[config.mk]
export PLATFORM = sky130hd
export DESIGN_NAME = small_matrix_arithmetic_engine_core
export DESIGN_NICKNAME = d
export VERILOG_FILES = /design/src/smae_pkg.sv /design/src/small_matrix_arithmetic_engine_core.sv /design/src/smae_store.sv /design/src/smae_mac.sv /design/src/smae_seq.sv
export SDC_FILE = /design/constraint.sdc
export NUM_CORES = 2
export LEC_CHECK = 0
export BUFFER_PORTS_ARGS = -buffer_cell sky130_fd_sc_hd__buf_2
export CORE_AREA = 4 4 462 464
export DETAILED_ROUTE_END_ITERATION = 7
export DIE_AREA = 0 0 466 468
export GPL_ROUTABILITY_DRIVEN = 0
export PLACE_DENSITY = 0.67
export SLEW_MARGIN = 0
export SYNTH_ARGS = -nofsm -noshare
export SYNTH_HDL_FRONTEND = slang
export SYNTH_SLANG_ARGS = --single-unit
[constraint.sdc]
create_clock -name clk -period 11.4 [get_ports clk]
set_input_delay 1.71 -clock clk [delete_from_list [all_inputs] [get_ports clk]]
set_output_delay 1.71 -clock clk [all_outputs]
set_load 0.02 [all_outputs]
[src/smae_pkg.sv]
// Shared types, codes and constants of the small matrix arithmetic engine.
package smae_pkg;

  // Default largest matrix side.
  localparam int MAX_DIM_DEF = 8;

  // Fixed field widths.
  localparam int ELEM_W = 16;
  localparam int RES_W  = 35;
  localparam int SIZE_W = 4;
  localparam int MODE_W = 2;

  // Register file geometry.
  localparam int DATA_W = 32;
  localparam int PADDR_W = 5;
  localparam int REG_IDX_W = 3;

  // Register indexes.
  localparam logic [REG_IDX_W-1:0] REG_OP_MODE = 3'd0;
  localparam logic [REG_IDX_W-1:0] REG_SCALAR  = 3'd1;
  localparam logic [REG_IDX_W-1:0] REG_ROWS_A  = 3'd2;
  localparam logic [REG_IDX_W-1:0] REG_COLS_A  = 3'd3;
  localparam logic [REG_IDX_W-1:0] REG_ROWS_B  = 3'd4;
  localparam logic [REG_IDX_W-1:0] REG_COLS_B  = 3'd5;

  // Operation codes.
  localparam logic [MODE_W-1:0] OP_ADD    = 2'd0;
  localparam logic [MODE_W-1:0] OP_SUB    = 2'd1;
  localparam logic [MODE_W-1:0] OP_SCALE  = 2'd2;
  localparam logic [MODE_W-1:0] OP_MATMUL = 2'd3;

  // Tag that travels with one operand pair through the multiply-accumulate unit.
  typedef struct packed {
    logic valid;
    logic first;
    logic last;
  } mac_tag_t;

endpackage

[src/small_matrix_arithmetic_engine_core.sv]
// Top level of the small matrix arithmetic engine with its register file.
// The engine takes signed 16-bit words one per cycle, matrix A then matrix B in
// row-major order, sized by the rows and columns registers, and after the final
// B word streams out the result of add, subtract, scale or matrix product in
// row-major order, last_element set on the final word; a size mismatch gives a
// single word with status set. Loading runs at one word per cycle while the
// result word register is free. Per element the single multiply-accumulate
// unit takes K operand pairs, one per cycle, from the registered memory read
// ports, K being cols_a for the matrix product and 1 otherwise; the sequencer
// waits for the sum to leave the unit before the next element. No clearing pass
// is needed after reset. While an element is computed the input is not ready.
module small_matrix_arithmetic_engine_core
  import smae_pkg::*;
#(
  parameter int MAX_DIM = MAX_DIM_DEF,
  localparam int DEPTH = MAX_DIM * MAX_DIM,
  localparam int ADDR_W = (DEPTH > 1) ? $clog2(DEPTH) : 1,
  localparam int DIM_W = $clog2(MAX_DIM + 1)
) (
  input  logic                     clk,
  input  logic                     rst_n,
  input  logic                     psel,
  input  logic                     penable,
  input  logic                     pwrite,
  input  logic [PADDR_W-1:0]       paddr,
  input  logic [DATA_W-1:0]        pwdata,
  output logic [DATA_W-1:0]        prdata,
  output logic                     pready,
  input  logic                     in_valid,
  output logic                     in_ready,
  input  logic signed [ELEM_W-1:0] in_element_value,
  output logic                     out_valid,
  input  logic                     out_ready,
  output logic signed [RES_W-1:0]  out_result_value,
  output logic                     out_status,
  output logic                     out_last_element
);

  logic [MODE_W-1:0]        op_mode_r;
  logic signed [ELEM_W-1:0] scalar_r;
  logic [SIZE_W-1:0]        rows_a_r, cols_a_r, rows_b_r, cols_b_r;
  logic                     wr_en;
  logic [REG_IDX_W-1:0]     reg_idx;
  logic [DIM_W-1:0]         dim_ra, dim_ca, dim_rb, dim_cb;
  logic                     we_a, we_b;
  logic [ADDR_W-1:0]        waddr, raddr_a, raddr_b;
  logic signed [ELEM_W-1:0] wdata, rdata_a, rdata_b;
  mac_tag_t                 iss_tag;
  logic                     mac_done;
  logic signed [RES_W-1:0]  mac_acc;

  // A size of zero counts as one, a size above the limit as the limit.
  function automatic logic [DIM_W-1:0] clamp_dim(input logic [SIZE_W-1:0] v);
    logic [DIM_W-1:0] d;
    if (v == '0) begin
      d = DIM_W'(1);
    end else if (32'(v) > MAX_DIM) begin
      d = DIM_W'(MAX_DIM);
    end else begin
      d = DIM_W'(v);
    end
    return d;
  endfunction

  assign pready  = 1'b1;
  assign wr_en   = psel && penable && pwrite && pready;
  assign reg_idx = paddr[PADDR_W-1:2];

  // Register writes.
  always_ff @(posedge clk) begin
    if (!rst_n) begin
      op_mode_r <= OP_ADD;
      scalar_r  <= ELEM_W'(1);
      rows_a_r  <= SIZE_W'(1);
      cols_a_r  <= SIZE_W'(1);
      rows_b_r  <= SIZE_W'(1);
      cols_b_r  <= SIZE_W'(1);
    end else if (wr_en) begin
      unique case (reg_idx)
        REG_OP_MODE: op_mode_r <= pwdata[MODE_W-1:0];
        REG_SCALAR:  scalar_r  <= pwdata[ELEM_W-1:0];
        REG_ROWS_A:  rows_a_r  <= pwdata[SIZE_W-1:0];
        REG_COLS_A:  cols_a_r  <= pwdata[SIZE_W-1:0];
        REG_ROWS_B:  rows_b_r  <= pwdata[SIZE_W-1:0];
        REG_COLS_B:  cols_b_r  <= pwdata[SIZE_W-1:0];
        default: ;
      endcase
    end
  end

  // Register reads.
  always_comb begin
    unique case (reg_idx)
      REG_OP_MODE: prdata = DATA_W'(op_mode_r);
      REG_SCALAR:  prdata = DATA_W'(scalar_r);
      REG_ROWS_A:  prdata = DATA_W'(rows_a_r);
      REG_COLS_A:  prdata = DATA_W'(cols_a_r);
      REG_ROWS_B:  prdata = DATA_W'(rows_b_r);
      REG_COLS_B:  prdata = DATA_W'(cols_b_r);
      default:     prdata = '0;
    endcase
  end

  assign dim_ra = clamp_dim(rows_a_r);
  assign dim_ca = clamp_dim(cols_a_r);
  assign dim_rb = clamp_dim(rows_b_r);
  assign dim_cb = clamp_dim(cols_b_r);

  // Sequencer with load counter and result word register.
  smae_seq #(
    .MAX_DIM (MAX_DIM)
  ) u_seq (
    .clk              (clk),
    .rst_n            (rst_n),
    .in_valid         (in_valid),
    .in_ready         (in_ready),
    .in_element_value (in_element_value),
    .op_mode          (op_mode_r),
    .dim_ra           (dim_ra),
    .dim_ca           (dim_ca),
    .dim_rb           (dim_rb),
    .dim_cb           (dim_cb),
    .we_a             (we_a),
    .we_b             (we_b),
    .waddr            (waddr),
    .wdata            (wdata),
    .raddr_a          (raddr_a),
    .raddr_b          (raddr_b),
    .iss_tag          (iss_tag),
    .mac_done         (mac_done),
    .mac_acc          (mac_acc),
    .out_valid        (out_valid),
    .out_ready        (out_ready),
    .out_result_value (out_result_value),
    .out_status       (out_status),
    .out_last_element (out_last_element)
  );

  // Operand memories.
  smae_store #(
    .MAX_DIM (MAX_DIM)
  ) u_store (
    .clk     (clk),
    .we_a    (we_a),
    .we_b    (we_b),
    .waddr   (waddr),
    .wdata   (wdata),
    .raddr_a (raddr_a),
    .raddr_b (raddr_b),
    .rdata_a (rdata_a),
    .rdata_b (rdata_b)
  );

  // Shared multiply-accumulate unit.
  smae_mac u_mac (
    .clk          (clk),
    .rst_n        (rst_n),
    .op_mode      (op_mode_r),
    .scalar_value (scalar_r),
    .iss_tag      (iss_tag),
    .rdata_a      (rdata_a),
    .rdata_b      (rdata_b),
    .done         (mac_done),
    .acc          (mac_acc)
  );

endmodule

[src/smae_store.sv]
// Operand memories for matrix A and matrix B with registered read data.
module smae_store
  import smae_pkg::*;
#(
  parameter int MAX_DIM = MAX_DIM_DEF,
  localparam int DEPTH = MAX_DIM * MAX_DIM,
  localparam int ADDR_W = (DEPTH > 1) ? $clog2(DEPTH) : 1
) (
  input  logic                     clk,
  input  logic                     we_a,
  input  logic                     we_b,
  input  logic [ADDR_W-1:0]        waddr,
  input  logic signed [ELEM_W-1:0] wdata,
  input  logic [ADDR_W-1:0]        raddr_a,
  input  logic [ADDR_W-1:0]        raddr_b,
  output logic signed [ELEM_W-1:0] rdata_a,
  output logic signed [ELEM_W-1:0] rdata_b
);

  logic signed [ELEM_W-1:0] mem_a [DEPTH];
  logic signed [ELEM_W-1:0] mem_b [DEPTH];

  // Matrix A store: one write port, one registered read port.
  always_ff @(posedge clk) begin
    if (we_a) begin
      mem_a[waddr] <= wdata;
    end
    rdata_a <= mem_a[raddr_a];
  end

  // Matrix B store: one write port, one registered read port.
  always_ff @(posedge clk) begin
    if (we_b) begin
      mem_b[waddr] <= wdata;
    end
    rdata_b <= mem_b[raddr_b];
  end

endmodule

[src/smae_mac.sv]
// Shared arithmetic unit: add, subtract or multiply stage followed by an accumulator.
module smae_mac
  import smae_pkg::*;
(
  input  logic                     clk,
  input  logic                     rst_n,
  input  logic [MODE_W-1:0]        op_mode,
  input  logic signed [ELEM_W-1:0] scalar_value,
  input  mac_tag_t                 iss_tag,
  input  logic signed [ELEM_W-1:0] rdata_a,
  input  logic signed [ELEM_W-1:0] rdata_b,
  output logic                     done,
  output logic signed [RES_W-1:0]  acc
);

  mac_tag_t                   tag1_r, tag2_r;
  logic                       done_r;
  logic signed [RES_W-1:0]    term_r, term_nxt;
  logic signed [RES_W-1:0]    acc_r, acc_nxt;
  logic signed [ELEM_W-1:0]   mul_b;
  logic signed [2*ELEM_W-1:0] prod;

  // One multiplier serves both the scalar and the matrix product.
  assign mul_b = (op_mode == OP_SCALE) ? scalar_value : rdata_b;
  assign prod  = rdata_a * mul_b;

  // Term selection by operation.
  always_comb begin
    unique case (op_mode)
      OP_ADD:  term_nxt = RES_W'(rdata_a) + RES_W'(rdata_b);
      OP_SUB:  term_nxt = RES_W'(rdata_a) - RES_W'(rdata_b);
      default: term_nxt = RES_W'(prod);
    endcase
  end

  // The first term of an element restarts the sum.
  assign acc_nxt = tag2_r.first ? term_r : acc_r + term_r;

  // Tag pipeline follows the registered memory read and the term stage.
  always_ff @(posedge clk) begin
    if (!rst_n) begin
      tag1_r <= '0;
      tag2_r <= '0;
      done_r <= 1'b0;
    end else begin
      tag1_r <= iss_tag;
      tag2_r <= tag1_r;
      done_r <= tag2_r.valid && tag2_r.last;
    end
  end

  // Datapath registers.
  always_ff @(posedge clk) begin
    if (tag1_r.valid) begin
      term_r <= term_nxt;
    end
    if (tag2_r.valid) begin
      acc_r <= acc_nxt;
    end
  end

  assign done = done_r;
  assign acc  = acc_r;

endmodule

[src/smae_seq.sv]
// Sequencer: element loading, size check, index walk and the result word register.
module smae_seq
  import smae_pkg::*;
#(
  parameter int MAX_DIM = MAX_DIM_DEF,
  localparam int DEPTH = MAX_DIM * MAX_DIM,
  localparam int ADDR_W = (DEPTH > 1) ? $clog2(DEPTH) : 1,
  localparam int DIM_W = $clog2(MAX_DIM + 1),
  localparam int IDX_W = (MAX_DIM > 1) ? $clog2(MAX_DIM) : 1,
  localparam int CNT_W = $clog2(2 * DEPTH + 1)
) (
  input  logic                     clk,
  input  logic                     rst_n,
  input  logic                     in_valid,
  output logic                     in_ready,
  input  logic signed [ELEM_W-1:0] in_element_value,
  input  logic [MODE_W-1:0]        op_mode,
  input  logic [DIM_W-1:0]         dim_ra,
  input  logic [DIM_W-1:0]         dim_ca,
  input  logic [DIM_W-1:0]         dim_rb,
  input  logic [DIM_W-1:0]         dim_cb,
  output logic                     we_a,
  output logic                     we_b,
  output logic [ADDR_W-1:0]        waddr,
  output logic signed [ELEM_W-1:0] wdata,
  output logic [ADDR_W-1:0]        raddr_a,
  output logic [ADDR_W-1:0]        raddr_b,
  output mac_tag_t                 iss_tag,
  input  logic                     mac_done,
  input  logic signed [RES_W-1:0]  mac_acc,
  output logic                     out_valid,
  input  logic                     out_ready,
  output logic signed [RES_W-1:0]  out_result_value,
  output logic                     out_status,
  output logic                     out_last_element
);

  typedef enum logic [1:0] {
    S_LOAD,
    S_RUN,
    S_WAIT,
    S_PUT
  } state_t;

  state_t                  state_r, state_nxt;
  logic [CNT_W-1:0]        load_cnt_r, load_cnt_nxt;
  logic [IDX_W-1:0]        i_r, i_nxt, j_r, j_nxt, k_r, k_nxt;
  logic                    elem_last_r, elem_last_nxt;
  logic                    out_valid_r, out_valid_nxt;
  logic signed [RES_W-1:0] out_res_r, out_res_nxt;
  logic                    out_status_r, out_status_nxt;
  logic                    out_last_r, out_last_nxt;

  logic                    accept, out_free;
  logic [CNT_W-1:0]        na, nb, total, b_off, cnt_inc;
  logic                    in_a, in_b, load_done, mismatch, mode_mm;
  logic [DIM_W-1:0]        nc, kn;
  logic                    k_last, j_last, i_last;
  logic [CNT_W-1:0]        row_base;

  // Load bookkeeping follows the sizes as they stand at each word.
  assign out_free  = !out_valid_r || out_ready;
  assign in_ready  = (state_r == S_LOAD) && out_free;
  assign accept    = in_valid && in_ready;
  assign na        = CNT_W'(dim_ra) * CNT_W'(dim_ca);
  assign nb        = CNT_W'(dim_rb) * CNT_W'(dim_cb);
  assign total     = na + nb;
  assign b_off     = load_cnt_r - na;
  assign in_a      = load_cnt_r < na;
  assign in_b      = !in_a && (b_off < nb);
  assign cnt_inc   = load_cnt_r + 1'b1;
  assign load_done = cnt_inc >= total;

  assign we_a  = accept && in_a;
  assign we_b  = accept && in_b;
  assign waddr = in_a ? load_cnt_r[ADDR_W-1:0] : b_off[ADDR_W-1:0];
  assign wdata = in_element_value;

  // Size check for the chosen operation; scaling has none.
  always_comb begin
    unique case (op_mode) inside
      OP_ADD, OP_SUB: mismatch = (dim_ra != dim_rb) || (dim_ca != dim_cb);
      OP_MATMUL:      mismatch = (dim_ca != dim_rb) || (dim_ra != dim_cb);
      default:        mismatch = 1'b0;
    endcase
  end

  // Result shape and inner loop length.
  assign mode_mm = (op_mode == OP_MATMUL);
  assign nc      = mode_mm ? dim_cb : dim_ca;
  assign kn      = mode_mm ? dim_ca : DIM_W'(1);
  assign k_last  = (CNT_W'(k_r) + 1'b1) == CNT_W'(kn);
  assign j_last  = (CNT_W'(j_r) + 1'b1) == CNT_W'(nc);
  assign i_last  = (CNT_W'(i_r) + 1'b1) == CNT_W'(dim_ra);

  // Operand addresses for the current (i, j, k) step.
  assign row_base = CNT_W'(i_r) * CNT_W'(dim_ca);
  assign raddr_a  = ADDR_W'(row_base + (mode_mm ? CNT_W'(k_r) : CNT_W'(j_r)));
  assign raddr_b  = mode_mm ? ADDR_W'(CNT_W'(k_r) * CNT_W'(dim_cb) + CNT_W'(j_r))
                            : ADDR_W'(row_base + CNT_W'(j_r));

  assign iss_tag.valid = (state_r == S_RUN);
  assign iss_tag.first = (k_r == '0);
  assign iss_tag.last  = k_last;

  // Next-state logic.
  always_comb begin
    state_nxt      = state_r;
    load_cnt_nxt   = load_cnt_r;
    i_nxt          = i_r;
    j_nxt          = j_r;
    k_nxt          = k_r;
    elem_last_nxt  = elem_last_r;
    out_valid_nxt  = out_valid_r && !out_ready;
    out_res_nxt    = out_res_r;
    out_status_nxt = out_status_r;
    out_last_nxt   = out_last_r;
    unique case (state_r)
      S_LOAD: begin
        if (accept) begin
          if (load_done) begin
            load_cnt_nxt = '0;
            i_nxt        = '0;
            j_nxt        = '0;
            k_nxt        = '0;
            if (mismatch) begin
              out_valid_nxt  = 1'b1;
              out_res_nxt    = '0;
              out_status_nxt = 1'b1;
              out_last_nxt   = 1'b1;
            end else begin
              state_nxt = S_RUN;
            end
          end else begin
            load_cnt_nxt = cnt_inc;
          end
        end
      end
      S_RUN: begin
        if (k_last) begin
          k_nxt         = '0;
          elem_last_nxt = i_last && j_last;
          state_nxt     = S_WAIT;
          if (j_last) begin
            j_nxt = '0;
            if (!i_last) begin
              i_nxt = i_r + 1'b1;
            end
          end else begin
            j_nxt = j_r + 1'b1;
          end
        end else begin
          k_nxt = k_r + 1'b1;
        end
      end
      S_WAIT: begin
        if (mac_done) begin
          state_nxt = S_PUT;
        end
      end
      S_PUT: begin
        if (out_free) begin
          out_valid_nxt  = 1'b1;
          out_res_nxt    = mac_acc;
          out_status_nxt = 1'b0;
          out_last_nxt   = elem_last_r;
          state_nxt      = elem_last_r ? S_LOAD : S_RUN;
        end
      end
      default: state_nxt = S_LOAD;
    endcase
  end

  // State, counters and the result word register.
  always_ff @(posedge clk) begin
    if (!rst_n) begin
      state_r     <= S_LOAD;
      load_cnt_r  <= '0;
      out_valid_r <= 1'b0;
    end else begin
      state_r      <= state_nxt;
      load_cnt_r   <= load_cnt_nxt;
      i_r          <= i_nxt;
      j_r          <= j_nxt;
      k_r          <= k_nxt;
      elem_last_r  <= elem_last_nxt;
      out_valid_r  <= out_valid_nxt;
      out_res_r    <= out_res_nxt;
      out_status_r <= out_status_nxt;
      out_last_r   <= out_last_nxt;
    end
  end

  assign out_valid        = out_valid_r;
  assign out_result_value = out_res_r;
  assign out_status       = out_status_r;
  assign out_last_element = out_last_r;

endmodule

---- Yosys cells after proc, flatten, opt, wreduce, memory -nomap -nowiden ----
Memory sizes are Yosys's and may differ from the RTL's. A register that Yosys moved wholly into a read port is not among the register bits.
Index checks and enable logic that the tools add are counted.
Widths: inputs -> output; s select.
word-level totals
  memories kept ........................... 2
  register bits ........................... 169
  logic and storage cells ................. 180
  memory bits (writable) .................. 2,048
  bits of input ports ..................... 60
memory list
  name           words  width  read ports  clocked after memory_dff  wr ports  line              RTL
  u_store.mem_a  64     16     1           1                         1         smae_store.sv:20  logic signed [ELEM_W-1:0] mem_a [DEPTH];
  u_store.mem_b  64     16     1           1                         1         smae_store.sv:21  logic signed [ELEM_W-1:0] mem_b [DEPTH];
cells by class
  magnitude comparators ................... 7
  $mul .................................... 5
  equal/unequal tests ..................... 27
  multiplexer cells ....................... 59
  reductions and logical operators ........ 40
  add/subtract/negate cells ............... 15
operators by type and width
  operator             count
  $pmux 32 s6          1
  $mux 35              5
  $pmux 35 s2          2
  $mux 4               10
  $add 35x35->35       1
  $mul 16x16->32       1
  $mux 3               9
  $eq 8x4->1           3
  $pmux 3 s2           3
  $add 16x16->17       1
  $sub 16x16->17       1
  $gt 4x4->1 const B   4
  $logic_not 4->1      4
  $lt 8x8->1           2
  $mul 4x4->8          2
  $mux 16              1
  $ne 4x4->1           4
  $mux 1               14
  $reduce_and 2->1     7
  $add 3x1->4 const B  3
  $add 6x3->6          2
  $mul 3x4->6          2
  $mux 2               6
  $mux 6               2
  other kinds (28)     63

---- Logic depth before layout (Yosys ltp) ----
  depth in word-level cells ............... 10
  mapped depth ............................ 30
  gate-level depth less buffers ........... 27

---- By module ----
From an unflattened synthesis, not the netlist that was laid out.
second synthesis, totals
  cells, all modules ...................... 6,163
  area, all modules ....................... 103,078.9 µm²
modules (own cells, without submodules)
  module                               area each (µm²)  times used  cells an instance
  smae_store                           79,180.9         1           3,519
  smae_mac                             15,999.1         1           1,773
  smae_seq                             6,023.3          1           647
  small_matrix_arithmetic_engine_core  1,875.5          1           224

---- Worst setup path before layout ----
OpenSTA, ideal clock, no wires.
  path type ............................... reg2reg
  start point ............................. reg cols_b_r[3]
  end point ............................... reg u_seq.out_last_r (netlist: u_seq.out_last_element) (enable)
  slack ................................... 97 ps
  buffers on the path ..................... 2
  setup time .............................. 631 ps
  data required time ...................... 10,769 ps
  data arrival time ....................... 10,672 ps
  clock period less this slack ............ 11,303 ps
  stages on the path, launching flop included .. 23
  cells stage by stage .................... dfxtp_1 clkbuf_1 clkbuf_1 nand2b_1 or2_2 fa_1 inv_1 fa_1 inv_1 fa_1 inv_1 ha_1 nor2b_1 o31ai_1 o21bai_1 a21oi_1 xor3_1 ha_1 and2_1 a21boi_1 nor2_1 a21boi_0 a2111oi_0
between the ends
  longest elaborated chain between the ends .. 8
  elaborated cells between the ends (all ways) .. 15
ends and longest elaborated chain
  item                                             line                                       RTL
  start, declared                                  small_matrix_arithmetic_engine_core.sv:41  logic [SIZE_W-1:0] rows_a_r, cols_a_r, rows_b_r, cols_b_r;
  start signal, assigned                           small_matrix_arithmetic_engine_core.sv:85  REG_COLS_B: cols_b_r <= pwdata[SIZE_W-1:0];
  $gt 4x4->1                                       small_matrix_arithmetic_engine_core.sv:57  end else if (32'(v) > MAX_DIM) begin
  $mux 4                                           small_matrix_arithmetic_engine_core.sv:57
  $mux 4 (*)                                       small_matrix_arithmetic_engine_core.sv:55  if (v == '0) begin
  $mul 4x4->8, or another cell as far along        smae_seq.sv:66                             assign nb = CNT_W'(dim_rb) * CNT_W'(dim_cb);
  $add 8x8->8, or another cell as far along        smae_seq.sv:67                             assign total = na + nb;
  $ge 8x8->1 / $pmux 1 s2 (equally long branches)  smae_seq.sv:72, smae_seq.sv:81
  $ne 2x1->1 (no source line)                      --
  $reduce_and 6->1 (no source line) (*)            --
  end signal, assigned                             smae_seq.sv:190                            out_last_r <= out_last_nxt;
  end, declared                                    smae_seq.sv:52                             logic out_last_r, out_last_nxt;
Every way passes the cells marked *; elsewhere a longest branch is shown, timed or not.
A chain may end at the register's enable or synchronous reset.

---- Worst setup path after layout ----
  start point ............................. reg op_mode_r[0]
  end point ............................... reg u_mac.term_r[29], data pin
between the ends
  longest elaborated chain between the ends .. 4
  elaborated cells between the ends (all ways) .. 6
ends and longest elaborated chain
  item                    line                                       RTL
  start, declared         small_matrix_arithmetic_engine_core.sv:39  logic [MODE_W-1:0] op_mode_r;
  start signal, assigned  small_matrix_arithmetic_engine_core.sv:80  REG_OP_MODE: op_mode_r <= pwdata[MODE_W-1:0];
  $eq 2x2->1              smae_mac.sv:24                             assign mul_b = (op_mode == OP_SCALE) ? scalar_value : rdata_b;
  $mux 16                 smae_mac.sv:24
  $mul 16x16->32          smae_mac.sv:25                             assign prod = rdata_a * mul_b;
  $pmux 35 s2 (*)         smae_mac.sv:29                             unique case (op_mode)
  net u_mac.term_nxt[29]  smae_mac.sv:18                             logic signed [RES_W-1:0] term_r, term_nxt;
  end signal, assigned    smae_mac.sv:55                             term_r <= term_nxt;
  end, declared           smae_mac.sv:18
The timed path passes the listed nets; every way through them passes the cells marked *.

==> impl_metrics.json <==
{
  "grt.total_usage": 0.238,
  "r2r_start": "op_mode_r[0]",
  "cp.arrival_ps": 8920,
  "hpwl_um": 157000,
  "initial_core_util": 0.497,
  "nFillCells": 16300,
  "critical_path_required_ps": 11970,
  "dr_wl_met3_um": 22000,
  "min-delay-start": "u_mac.tag1_r[0]",
  "clock-sinks": 2246,
  "ff2ff_path_depth": 25,
  "cts_tree": "done",
  "grt_pass1_wl_um": 389000,
  "dieWidth_um": 466,
  "htree_levels": 4,
  "nets": 7764,
  "top_layer": "met5",
  "cts_buffers": 221,
  "ios": 132,
  "wl_met2_um": 125000,
  "die_area_um2": 218000,
  "yosysTopAreaCell": "edfxtp_1",
  "firstDrtPassIters": 5,
  "clock_skew_ps": 89.5,
  "post_drt_wl_per_cell_um": 25.6,
  "synth_ff_type": "edfxtp_1",
  "grt_max_degree": 177,
  "hold_path_end": "u_mac.tag2_r[0]",
  "period_share": 0.732,
  "synth.top_cell.area_share": 0.624,
  "synth_edf_count": 2162,
  "drcViolationCount": 0,
  "critical_path.max_fanout": 17,
  "crit_top_cell": "fa_1",
  "hold_viol": 0,
  "critical_path.startpoint_type": "flip-flop",
  "maxSlewHeadroom": 0.0671,
  "yosysWarnings": 0,
  "cts_resized": 0,
  "portBuffers": 112,
  "startpoint": "op_mode_r[0]",
  "status": "finished, final reports clean",
  "ys_seq_elements": 2246,
  "fin_crit_ps": 8350,
  "cp_slowest_cell": "nand2_1",
  "async_reset_ff_frac": 0,
  "ctsHoldBuffers": 0,
  "multi_input_area_um2": 34400,
  "num_vias": 60600,
  "fp.coreArea_um2": 209000,
  "rsz0062_at_grt": "false",
  "fmax_ghz": 0.120,
  "synth_nets": 7645,
  "syn_area_um2": 104000,
  "wl_met1_um": 104000,
  "setup_viol": 0,
  "finalSetupTns_ps": 0,
  "tightest_slew_ps": 1380,
  "regArea_um2": 66600,
  "endpoint_kind": "flip-flop",
  "via_per_inst": 5.94,
  "drt_wl_total_um": 261000,
  "drive_gt1_frac": 0.144,
  "cts_root_buf": "clkbuf_16",
  "criticalPathCategory": "flip-flop to flip-flop",
  "slew_viol_final": 0,
  "ant_nets": 0,
  "cp_slowest_stage_delay_ps": 750,
  "netlist_top_cells_area": "edfxtp_1 (62%), mux4_2 (7.0%), fa_1 (5.5%)",
  "synth-seq-area-share": 0.641,
  "area_growth_pct": 11.2,
  "rows": 168,
  "r2r_slack_ps": 3050,
  "clock_path_buffers": 3,
  "avgSynthCellArea_um2": 14.7,
  "insertion_delay_ps": 890,
  "antenna_found_initial": 8,
  "syn_inst": 7070,
  "synth.distinct_cells": 89,
  "hold-path-cell-count": 1,
  "r2r_end": "u_mac.term_r[29]",
  "worst_hold_slack_ps": 437,
  "dieHeight_um": 468,
  "path_clk_slew_ps": 60,
  "first_global_vias": 60500,
  "grt_overflow": 0,
  "postCtsSetupBuffers": 0,
  "drt_iter0_drc": 6721,
  "drv_cap": 0,
  "hold_path_class": "flip-flop to flip-flop"
}
logic make-up (layout without fill, tap and decap cells):
| logic type | count (synthesis) | count (layout) | share of synthesized area |
|---|---|---|---|
| DFF | 2246 | 2246 | 0.641 |
| xor gates and xnor gates | 131 | 131 | 0.0112 |
| other | 1 | 8 | 0.0000361 |
| muxes | 414 | 414 | 0.0789 |
| AOI/OAI and AO/OA | 1031 | 1031 | 0.0709 |
| adders and majority gates | 515 | 515 | 0.0825 |
| and+or+nand+nor | 1932 | 1932 | 0.0858 |
| buffers and inverters | 800 | 1110 | 0.0302 |
synth_stat cells, types with 5 or more instances:
cell type,number
xnor2_1,85
a22oi_1,5
o31ai_1,13
and2_1,395
a31oi_1,57
edfxtp_1,2162
mux4_2,321
nor2b_1,37
ha_1,231
nor3b_1,5
nor4_1,7
o211ai_1,35
xor2_1,45
a21boi_0,7
buf_1,48
o311ai_1,6
o21ai_1,6
a211oi_1,249
a21o_1,62
nor2_1,248
and3b_1,5
a21oi_1,165
o21a_1,13
o21bai_1,20
inv_1,385
nand3_1,84
nand2b_1,30
nand3b_1,11
a311oi_1,192
o21ai_0,118
mux2i_1,58
or3_1,8
nand2_1,965
buf_2,56
o311ai_0,28
fa_1,284
or2_2,13
and3_1,13
nor3_1,89
dfxtp_1,84
buf_4,19
mux2_2,35
clkbuf_1,290
worst max-delay path by stage:
| stage | cells past startpoint | to | slack (ps) |
|---|---|---|---|
| final | 25 | u_mac.term_r[29] | 3050 |
| after global placement | 25 | u_mac.term_r[29] | 3230 |
| after global routing | 25 | u_mac.term_r[29] | 2690 |
| after CTS | 25 | u_mac.term_r[29] | 3120 |
| after detailed placement | 25 | u_mac.term_r[29] | 3120 |
| after floorplan | 22 | u_seq.out_last_element | 100 |
critical path, delay by kind of cell (launching register included):
family	cells	cell delay [ps]
compound gates	4	1250
fa+ha+maj	7	3410
buf+inv	6	530
flops	1	330
mux	2	740
simple gates	6	1850
per-stage QoR:
step | area [um2] | utilization | worst slack (ps) | instances
2_1_floorplan | 104000 | - | 97.5 | 7070
3_3_place_gp | 108000 | 0.517 | 3230 | 9770
3_5_place_dp | 108000 | 0.517 | 3120 | 9770
4_1_cts | 116000 | 0.553 | 3120 | 10200
5_1_grt | 116000 | 0.553 | 2690 | 10200
6_report | 116000 | 0.553 | 3050 | 10200
metal layers:
layer	vias to the layer above	track usage
met5	-	0
met4	4	0.0833
met2	2572	0.385
met3	460	0.0430
li1	26600	-
met1	30900	0.329
area by class of cell:
cell class	count	area share
Antenna cell	7	0.000152
Clock buffer	278	0.0505
Inverter	387	0.0126
Sequential cell	2246	0.576
Timing Repair Buffer	309	0.0190
Multi-Input combinational cell	4024	0.298
Clock inverter	136	0.0137
Tap cell	2805	0.0304
layout by cell type, fill, tap and decap left out, types with 35 or more instances in the layout:
cell and count:
edfxtp_1 2162, nand2_1 964, and2_1 395, inv_1 385, mux4_2 321, fa_1 283
a211oi_1 249, nor2_1 233, ha_1 230, clkbuf_16 222, buf_4 204, a311oi_1 192
a21oi_1 164, o21ai_0 118, buf_2 96, nor3_1 89, nand3_1 84, dfxtp_1 82
xnor2_1 81, a21o_1 62, mux2i_1 57, a31oi_1 57, clkbuf_1 49, clkinv_1 46
xor2_1 45, clkinv_2 42, nor2b_1 37, mux2_2 35, o211ai_1 35
sequential cells by signal, indices dropped and copies added (netlist names), 2 cells and up:
name                    count
cols_b_r                    4
u_mac.tag2_r                3
u_seq.j_r                   3
u_mac.term_r               32
u_seq.load_cnt_r            8
u_mac.acc                  35
u_seq.state_r               2
u_seq.out_result_value     35
op_mode_r                   2
u_store.mem_a            1024
u_store.rdata_b            16
rows_b_r                    4
cols_a_r                    4
u_seq.k_r                   3
u_mac.tag1_r                3
scalar_r                   16
u_seq.i_r                   3
rows_a_r                    4
u_store.mem_b            1024
u_store.rdata_a            16
Power is not shown: default switching activity piles up to over one toggle a cycle in this logic, so the estimate is an artifact.
